### src/rtl/ifsr_pkg.sv
// Shared types, constants and arithmetic helpers of the image fit size resolver.
package ifsr_pkg;

	// Field widths.
	localparam int DIM_BITS   = 16;
	localparam int FRAC_BITS  = 4;
	localparam int LEN_BITS   = DIM_BITS + FRAC_BITS;
	// Intermediate lengths can reach 2^DIM_BITS, so they carry one extra bit.
	localparam int VAL_BITS   = DIM_BITS + 1;
	localparam int PROD_BITS  = 2 * VAL_BITS;
	localparam int NUM_BITS   = PROD_BITS + 1;
	localparam int DEN_BITS   = VAL_BITS + 1;
	localparam int QUO_BITS   = VAL_BITS;
	// One preparation stage, then one quotient bit per stage.
	localparam int DIV_STAGES = QUO_BITS + 1;

	// Configuration register indexes and reset values.
	localparam int CFG_IDX_BITS = 1;
	localparam logic [CFG_IDX_BITS-1:0] CFG_CONTAINER_WIDTH = CFG_IDX_BITS'(0);
	localparam logic [CFG_IDX_BITS-1:0] CFG_VIEWPORT_HEIGHT = CFG_IDX_BITS'(1);
	localparam logic [DIM_BITS-1:0] CONTAINER_WIDTH_RST = DIM_BITS'(480);
	localparam logic [DIM_BITS-1:0] VIEWPORT_HEIGHT_RST = DIM_BITS'(800);

	typedef struct packed {
		logic [DIM_BITS-1:0] intrinsic_width;
		logic [DIM_BITS-1:0] intrinsic_height;
		logic                has_css_width;
		logic                has_css_height;
		logic [LEN_BITS-1:0] css_width_px;
		logic [LEN_BITS-1:0] css_height_px;
	} req_word_t;

	typedef struct packed {
		logic [DIM_BITS-1:0] display_width;
		logic [DIM_BITS-1:0] display_height;
	} rsp_word_t;

	typedef enum logic [1:0] {
		BR_BOTH   = 2'd0,
		BR_HEIGHT = 2'd1,
		BR_WIDTH  = 2'd2,
		BR_FIT    = 2'd3
	} branch_t;

	// Facts carried alongside the division for the final selection.
	typedef struct packed {
		branch_t             br;
		logic                keep;
		logic                xsel;
		logic                hcl;
		logic [VAL_BITS-1:0] fw;
		logic [VAL_BITS-1:0] fh;
	} side_t;

	typedef struct packed {
		logic [PROD_BITS-1:0] num_a;
		logic [VAL_BITS-1:0]  den_a;
		logic [PROD_BITS-1:0] num_b;
		logic [VAL_BITS-1:0]  den_b;
		logic                 rnd;
		side_t                side;
	} div_req_t;

	typedef struct packed {
		logic [QUO_BITS-1:0] quo_a;
		logic [QUO_BITS-1:0] quo_b;
		side_t               side;
	} div_rsp_t;

	typedef struct packed {
		logic [NUM_BITS-1:0] rem;
		logic [DEN_BITS-1:0] den;
		logic [QUO_BITS-1:0] quo;
		logic                ovf;
	} lane_t;

	// Round a Q.FRAC_BITS length to whole pixels, half up.
	function automatic logic [VAL_BITS-1:0] round_len(input logic [LEN_BITS-1:0] q);
		logic [LEN_BITS+1:0] s;
		s = {1'b0, q, 1'b0} + ((LEN_BITS+2)'(1) << FRAC_BITS);
		return VAL_BITS'(s >> (FRAC_BITS + 1));
	endfunction

	function automatic logic [VAL_BITS-1:0] max1(input logic [VAL_BITS-1:0] v);
		return (v == '0) ? VAL_BITS'(1) : v;
	endfunction

	function automatic logic [DIM_BITS-1:0] sat(input logic [VAL_BITS-1:0] v);
		return v[VAL_BITS-1] ? '1 : v[DIM_BITS-1:0];
	endfunction

	// Set up a division; rounding uses (2n + d) / (2d).
	function automatic lane_t div_prep(input logic [PROD_BITS-1:0] p,
			input logic [VAL_BITS-1:0] d, input logic rnd);
		lane_t l;
		l.rem = rnd ? (NUM_BITS'({p, 1'b0}) + NUM_BITS'(d)) : NUM_BITS'(p);
		l.den = rnd ? {d, 1'b0} : {1'b0, d};
		l.quo = '0;
		l.ovf = {1'b0, l.rem} >= ((NUM_BITS+1)'(l.den) << QUO_BITS);
		return l;
	endfunction

	// One restoring step producing quotient bit bitpos.
	function automatic lane_t div_step(input lane_t l, input int bitpos);
		lane_t r;
		logic [NUM_BITS-1:0] trial;
		logic take;
		r = l;
		trial = NUM_BITS'(l.den) << bitpos;
		take = l.rem >= trial;
		if (take) begin
			r.rem = l.rem - trial;
		end
		r.quo = {l.quo[QUO_BITS-2:0], take};
		return r;
	endfunction

endpackage

### src/rtl/ifsr_div.sv
// Two-lane pipelined restoring divider, one quotient bit per stage, with sideband.
module ifsr_div (
	input  logic              clk,
	input  logic              arst_n,
	input  logic              in_valid,
	output logic              in_ready,
	input  ifsr_pkg::div_req_t in_req,
	output logic              out_valid,
	input  logic              out_ready,
	output ifsr_pkg::div_rsp_t out_rsp
);
	import ifsr_pkg::*;

	logic [DIV_STAGES-1:0] vld_s;
	logic [DIV_STAGES:0]   en;
	lane_t lane_a_s [DIV_STAGES];
	lane_t lane_b_s [DIV_STAGES];
	side_t side_s   [DIV_STAGES];
	lane_t nxt_a    [DIV_STAGES];
	lane_t nxt_b    [DIV_STAGES];
	side_t nxt_side [DIV_STAGES];
	logic  src_vld  [DIV_STAGES];

	// A stage moves when it is empty or the one after it moves.
	assign en[DIV_STAGES] = out_ready;

	for (genvar k = 0; k < DIV_STAGES; k++) begin : g_stg
		assign en[k] = !vld_s[k] || en[k+1];

		if (k == 0) begin : g_prep
			always_comb begin
				nxt_a[k]    = div_prep(in_req.num_a, in_req.den_a, in_req.rnd);
				nxt_b[k]    = div_prep(in_req.num_b, in_req.den_b, in_req.rnd);
				nxt_side[k] = in_req.side;
				src_vld[k]  = in_valid;
			end
		end else begin : g_bit
			always_comb begin
				nxt_a[k]    = div_step(lane_a_s[k-1], QUO_BITS - k);
				nxt_b[k]    = div_step(lane_b_s[k-1], QUO_BITS - k);
				nxt_side[k] = side_s[k-1];
				src_vld[k]  = vld_s[k-1];
			end
		end

		always_ff @(posedge clk or negedge arst_n) begin
			if (!arst_n) begin
				vld_s[k] <= 1'b0;
			end else if (en[k]) begin
				vld_s[k] <= src_vld[k];
			end
		end

		always_ff @(posedge clk) begin
			if (en[k] && src_vld[k]) begin
				lane_a_s[k] <= nxt_a[k];
				lane_b_s[k] <= nxt_b[k];
				side_s[k]   <= nxt_side[k];
			end
		end
	end

	// Quotients that do not fit are pinned to all ones.
	assign in_ready      = en[0];
	assign out_valid     = vld_s[DIV_STAGES-1];
	assign out_rsp.quo_a = lane_a_s[DIV_STAGES-1].ovf ? '1 : lane_a_s[DIV_STAGES-1].quo;
	assign out_rsp.quo_b = lane_b_s[DIV_STAGES-1].ovf ? '1 : lane_b_s[DIV_STAGES-1].quo;
	assign out_rsp.side  = side_s[DIV_STAGES-1];

	// The final remainder is below the divisor unless the quotient overflowed.
	a_rem_bound: assert property (@(posedge clk) disable iff (!arst_n)
		out_valid |-> (lane_a_s[DIV_STAGES-1].ovf ||
			lane_a_s[DIV_STAGES-1].rem < NUM_BITS'(lane_a_s[DIV_STAGES-1].den)))
		else $error("divider lane a remainder out of range");

	// An empty first stage always takes a word.
	a_empty_ready: assert property (@(posedge clk) disable iff (!arst_n)
		!vld_s[0] |-> in_ready)
		else $error("divider refused a word with an empty first stage");

	// A full pipeline with a stalled receiver takes nothing.
	a_full_stall: assert property (@(posedge clk) disable iff (!arst_n)
		(&vld_s) && !out_ready |-> !in_ready)
		else $error("divider took a word while full and stalled");

endmodule

### config.mk
export PLATFORM = sky130hd
export DESIGN_NAME = ifsr_div
export DESIGN_NICKNAME = d
export VERILOG_FILES = /design/src/rtl/ifsr_pkg.sv /design/src/rtl/ifsr_div.sv
export SDC_FILE = /design/constraint.sdc
export NUM_CORES = 2
export LEC_CHECK = 0
export BUFFER_PORTS_ARGS = -buffer_cell sky130_fd_sc_hd__buf_2
export CORE_UTILIZATION = 30
export DETAILED_ROUTE_END_ITERATION = 16
export MAX_ROUTING_LAYER = met4
export PLACE_DENSITY = 0.48
export SLEW_MARGIN = 30
export SYNTH_ARGS = -nofsm -noshare
export SYNTH_HDL_FRONTEND = slang
export SYNTH_SLANG_ARGS = --single-unit
### constraint.sdc
create_clock -name clk -period 16.5 [get_ports clk]
set_clock_uncertainty 0.05 [all_clocks]
set_input_delay 0 -clock clk [delete_from_list [all_inputs] [get_ports clk]]
set_output_delay 0 -clock clk [all_outputs]
set_load 0.005 [all_outputs]
# Word level (Yosys, flattened, before mapping)
# Memory sizes are Yosys's and may differ from the RTL's.
# Cells that the tools add are included.
[totals]
word_cells = 223
inputBits = 146
output_inout_bits = 75
ramBits = 3258
register_bits = 18
mem_count = 3
[classes]
mux = 76
reduce_logical = 54
order_cmp = 36
n_addsub = 36
[memory_table]
columns = ["memory", "depth", "width", "read_ports", "rd_clocked_by_memory_dff", "wr", "line_no", "rtl"]
rows = [
  ["lane_a_s", 18, 71, 18, 0, 18, "ifsr_div.sv:16", "lane_t lane_a_s [DIV_STAGES];"],
  ["lane_b_s", 18, 71, 18, 0, 18, "ifsr_div.sv:17", "lane_t lane_b_s [DIV_STAGES];"],
  ["side_s", 18, 39, 18, 0, 18, "ifsr_div.sv:18", "side_t side_s [DIV_STAGES];"],
]
[op_table]
columns = ["op", "count"]
rows = [
  ["$mux 35", 36],
  ["$add 35x17->35", 2],
  ["$ge 35x18->1", 2],
  ["$ge 35x19->1", 2],
  ["$ge 35x20->1", 2],
  ["$ge 35x21->1", 2],
  ["$ge 35x22->1", 2],
  ["$ge 35x23->1", 2],
  ["$ge 35x24->1", 2],
  ["$ge 35x25->1", 2],
  ["$ge 35x26->1", 2],
  ["$ge 35x27->1", 2],
  ["$ge 35x28->1", 2],
  ["$ge 35x29->1", 2],
  ["$ge 35x30->1", 2],
  ["$ge 35x31->1", 2],
  ["$ge 35x32->1", 2],
  ["$ge 35x33->1", 2],
  ["$ge 35x34->1", 2],
  ["$ge 35x35->1", 2],
  ["$sub 35x18->35", 2],
  ["$sub 35x19->35", 2],
  ["$sub 35x20->35", 2],
  ["$sub 35x21->35", 2],
  ["19 further kinds", 120],
]

# Longest topological paths before layout
[logic_depth]
ltp_word = 22
mapped_depth = 22
depth_no_buf = 22

# Least setup slack after synthesis
# OpenSTA, ideal clock, no wires.
[synth_path]
kind = "reg-to-reg"
from = "register vld_s[17], in the netlist out_valid"
to = "memory lane_a_s[8][0] in the netlist's numbering, enable pin"
arrival_ps = 12854
path_slack_ps = 2660
required_ps = 15515
path_stages_with_launch = 8
setup_time_ps = 935
path_buffers = 0
synth_period_minus_slack_ps = 13840
cell_sequence = "dfrtp_1 -> nand4b_1 -> inv_1 -> and3_1 -> and2_1 -> nand2_1 -> nor2_1 -> a21boi_0"
[synth_rtl]
columns = ["element", "line_no", "rtl"]
rows = [
  ["start: declaration", "ifsr_div.sv:14", "logic [DIV_STAGES-1:0] vld_s;"],
  ["start signal: indexed assignment", "ifsr_div.sv:50", "vld_s[k] <= src_vld[k];"],
  ["end: declaration", "ifsr_div.sv:16", ""],
]

==> flow_metrics.env <==
export IMPL_outcome="completed"
export IMPL_path_clk_slew_ns=0.06
export IMPL_place_inst=16100
export IMPL_cts_root_buf="clkbuf_16"
export IMPL_grt_pass1_vias=81800
export IMPL_instances_no_fill=17000
export IMPL_multi_input_comb_area_um2=43100
export IMPL_wl_per_cell_um=17.6
export IMPL_finalPower_w=0.0254
export IMPL_fmax_mhz=191
export IMPL_viasPerCell=4.63
export IMPL_fin_crit_ns=5.23
export IMPL_p_per_area_nw_per_um2=164
export IMPL_rows=243
export IMPL_ys_ff_latch=2864
export IMPL_ys_types=106
export IMPL_worst_path_largest_cell_delay_ns=0.63
export IMPL_avgSynthCellArea_um2=13.2
export IMPL_start_kind="primary input"
export IMPL_cts_sinks=2864
export IMPL_leakage_nw=57.5
export IMPL_finalHoldViolCount=0
export IMPL_setup_tns_ns=0
export IMPL_final_cell_mix="edfxtp_1 (2846), inv_1 (839), ha_1 (680)"
export IMPL_cpMaxStageDelayCell="dlygate4sd3_1"
export IMPL_critical_path_class="in2reg"
export IMPL_finish_utilization_pct=35.3
export IMPL_drc=0
export IMPL_die_h_um=667
export IMPL_hp_class="in2reg"
export IMPL_vias=78700
export IMPL_slew_headroom_pct=26.0
export IMPL_insertion_delay_ns=0.93
export IMPL_syn_inst=10100
export IMPL_grt_remaining_overflow=0
export IMPL_synth_top_area_cell="edfxtp_1"
export IMPL_final_common_cell="edfxtp_1"
export IMPL_htreeDepth=5
export IMPL_antenna_found_initial=31
export IMPL_cts_tree="built"
export IMPL_start_util_pct=30.2
export IMPL_ys_seq_area_share_pct=64.7
export IMPL_hpwl_um=226000
export IMPL_grt_max_degree=141
export IMPL_fin_hold_ws_ns=0.0627
export IMPL_post_cts_resized=0
export IMPL_portBuffers=220
export IMPL_synth_edff_count=2846
export IMPL_nFillCells=42000
export IMPL_die_area_um2=445000
export IMPL_routed_wl_um=300000
export IMPL_regArea_um2=85900
export IMPL_finalNetCount=11700
export IMPL_worstSetupEndpointType="flip-flop"
export IMPL_synthFlopType="edfxtp_1"
export IMPL_ys_warn_count=0
export IMPL_grt_pass1_wl_um=466000
export IMPL_cts_buffer_depth=4
export IMPL_pin_count=221
export IMPL_async_flop_share_pct=0.628
export IMPL_drive_gt1_share_pct=9.17
export IMPL_syn_to_final_growth_pct=16.9
export IMPL_drt_initial_drc_count=4447
export IMPL_synth_nets=10900
export IMPL_firstDrtPassIters=6
export IMPL_synth_area_um2=133000
export IMPL_place_congestion=0.923
export IMPL_path_cells="dlygate4sd3_1, buf_2, ha_1, inv_1, fa_1, nor2b_1, o2111a_1, o31a_1, o41ai_1, a31oi_1, a31o_2, nor3b_1, xnor2_1, a21oi_1, dlygate4sd3_1, ha_1, nand4_1, nor2_1, nand4b_1, or4_1, nor3_1, nand4b_1, o31ai_1"
export IMPL_setup_viol=0
export IMPL_synth_top_area_share_pct=64.4
export IMPL_core_area_um2=439000
export IMPL_min_period_over_period_pct=31.7
export IMPL_crit_arrival_ns=5.89
export IMPL_cp_data_required_time_ns=17.16
export IMPL_finalMaxSlewViolations=0
export IMPL_die_w_um=667
export IMPL_grt_usage_pct=13.5
export IMPL_rsz0062_at_grt="false"
export IMPL_worstPathMaxFanout=8
export IMPL_peakVddDrop_v=0.0000963
export IMPL_worst_pin_slew_ns=1.10
export IMPL_yosys_top_cells_area="edfxtp_1 (64%), ha_1 (6.4%), xnor2_1 (2.6%), inv_1 (2.4%), a21oi_1 (2.3%)"
export IMPL_numCtsBuffers=324
export IMPL_detail_route_antenna_nets=0
export IMPL_maxCapViolCount=0
## where the power goes
group / internal (W) / switching [W]
sequential: 0.0102 / 0.000870
clock: 0.00411 / 0.00292
combinational: 0.00308 / 0.00428
## worst max-delay path, delay by kind of cell
family | cells | cell delay, ns
AO/OA/AOI/OAI | 7 | 2.25
AND/OR/NAND/NOR | 8 | 1.33
XOR/XNOR | 1 | 0.15
adder cells (fa/ha/maj) | 3 | 0.78
buffers and inverters | 4 | 1.39
## state kept, by name, summed over array words and instances (netlist names)
register and count:
lane_a_s 1072, lane_b_s 1072, out_valid 1, side_s 702, src_vld 17
## path summary, 6_finish.rpt
path | from | to | slack, ns | depth (start not counted)
max | in_req[92] | lane_a_s[0][0] | 11.27 | 23
min | in_req[95] | lane_a_s[0][22] | 0.06 | 4
max reg2reg | lane_a_s[8][19] | lane_a_s[9][70] | 12.18 | 14
min reg2reg | side_s[8][29] | side_s[9][29] | 0.33 | 0
max in group asynchronous | arst_n | src_vld[0] | 15.90 | 4
min in group asynchronous | arst_n | out_valid | 0.16 | 4
## Yosys cell counts (all sizes together), types with 44 or more instances
library cell / number
and2: 49
nor2: 570
nor4: 133
clkbuf: 89
o21a: 116
nor3: 197
a21o: 261
o31ai: 74
ha: 680
or2: 72
o21ai: 577
o21bai: 48
nand2b: 138
mux2: 115
nand3: 128
and3: 56
edfxtp: 2846
xor2: 339
nand4: 97
nand2: 678
or3: 78
xnor2: 391
a211oi: 51
buf: 70
inv: 844
a31oi: 44
a21oi: 620
nor2b: 130
## metrics by stage
step / worst slack, ns / cell area (um2)
after CTS: 11.48 / 155000
after global placement: 11.20 / 141000
after floorplan: 2.66 / 133000
after detailed placement: 11.23 / 141000
after global routing: 10.94 / 155000
final: 11.27 / 155000
## cell families (layout without fill, tap and decap cells)
| group | Yosys count | count (layout) | share of synthesized area (%) |
|---|---|---|---|
| AND/OR/NAND/NOR | 2499 | 2499 | 9.43 |
| XOR/XNOR | 730 | 730 | 4.82 |
| flip-flops | 2864 | 2864 | 64.7 |
| multiplexers | 157 | 157 | 1.29 |
| other | 0 | 23 | 0 |
| AO/OA/AOI/OAI | 2086 | 2086 | 9.87 |
| adder cells (fa/ha/maj) | 714 | 714 | 6.93 |
| buffers and inverters | 1003 | 2051 | 2.92 |
## final cells by class
type,count,area share (%)
timing repair buffer,631,3.30
inverter,844,2.04
sequential,2864,55.4
clock inverter,181,1.25
clock buffer,395,5.45
multi-input combinational,6186,27.8
tap,5880,4.74
antenna,23,0.0371
## layer usage
layer,routed length [um],track usage (%)
met1,133000,16.2
met2,142000,22.7
met3,9920,1.72
met4,14700,6.15
met5,0,-
## what timing repair did
action | CTS | global route
hold endpoints to repair | 310 | 18
hold buffers | 338 | 1
setup buffers | 0 | 0
Note: power is estimated with default switching activity, not from simulation.
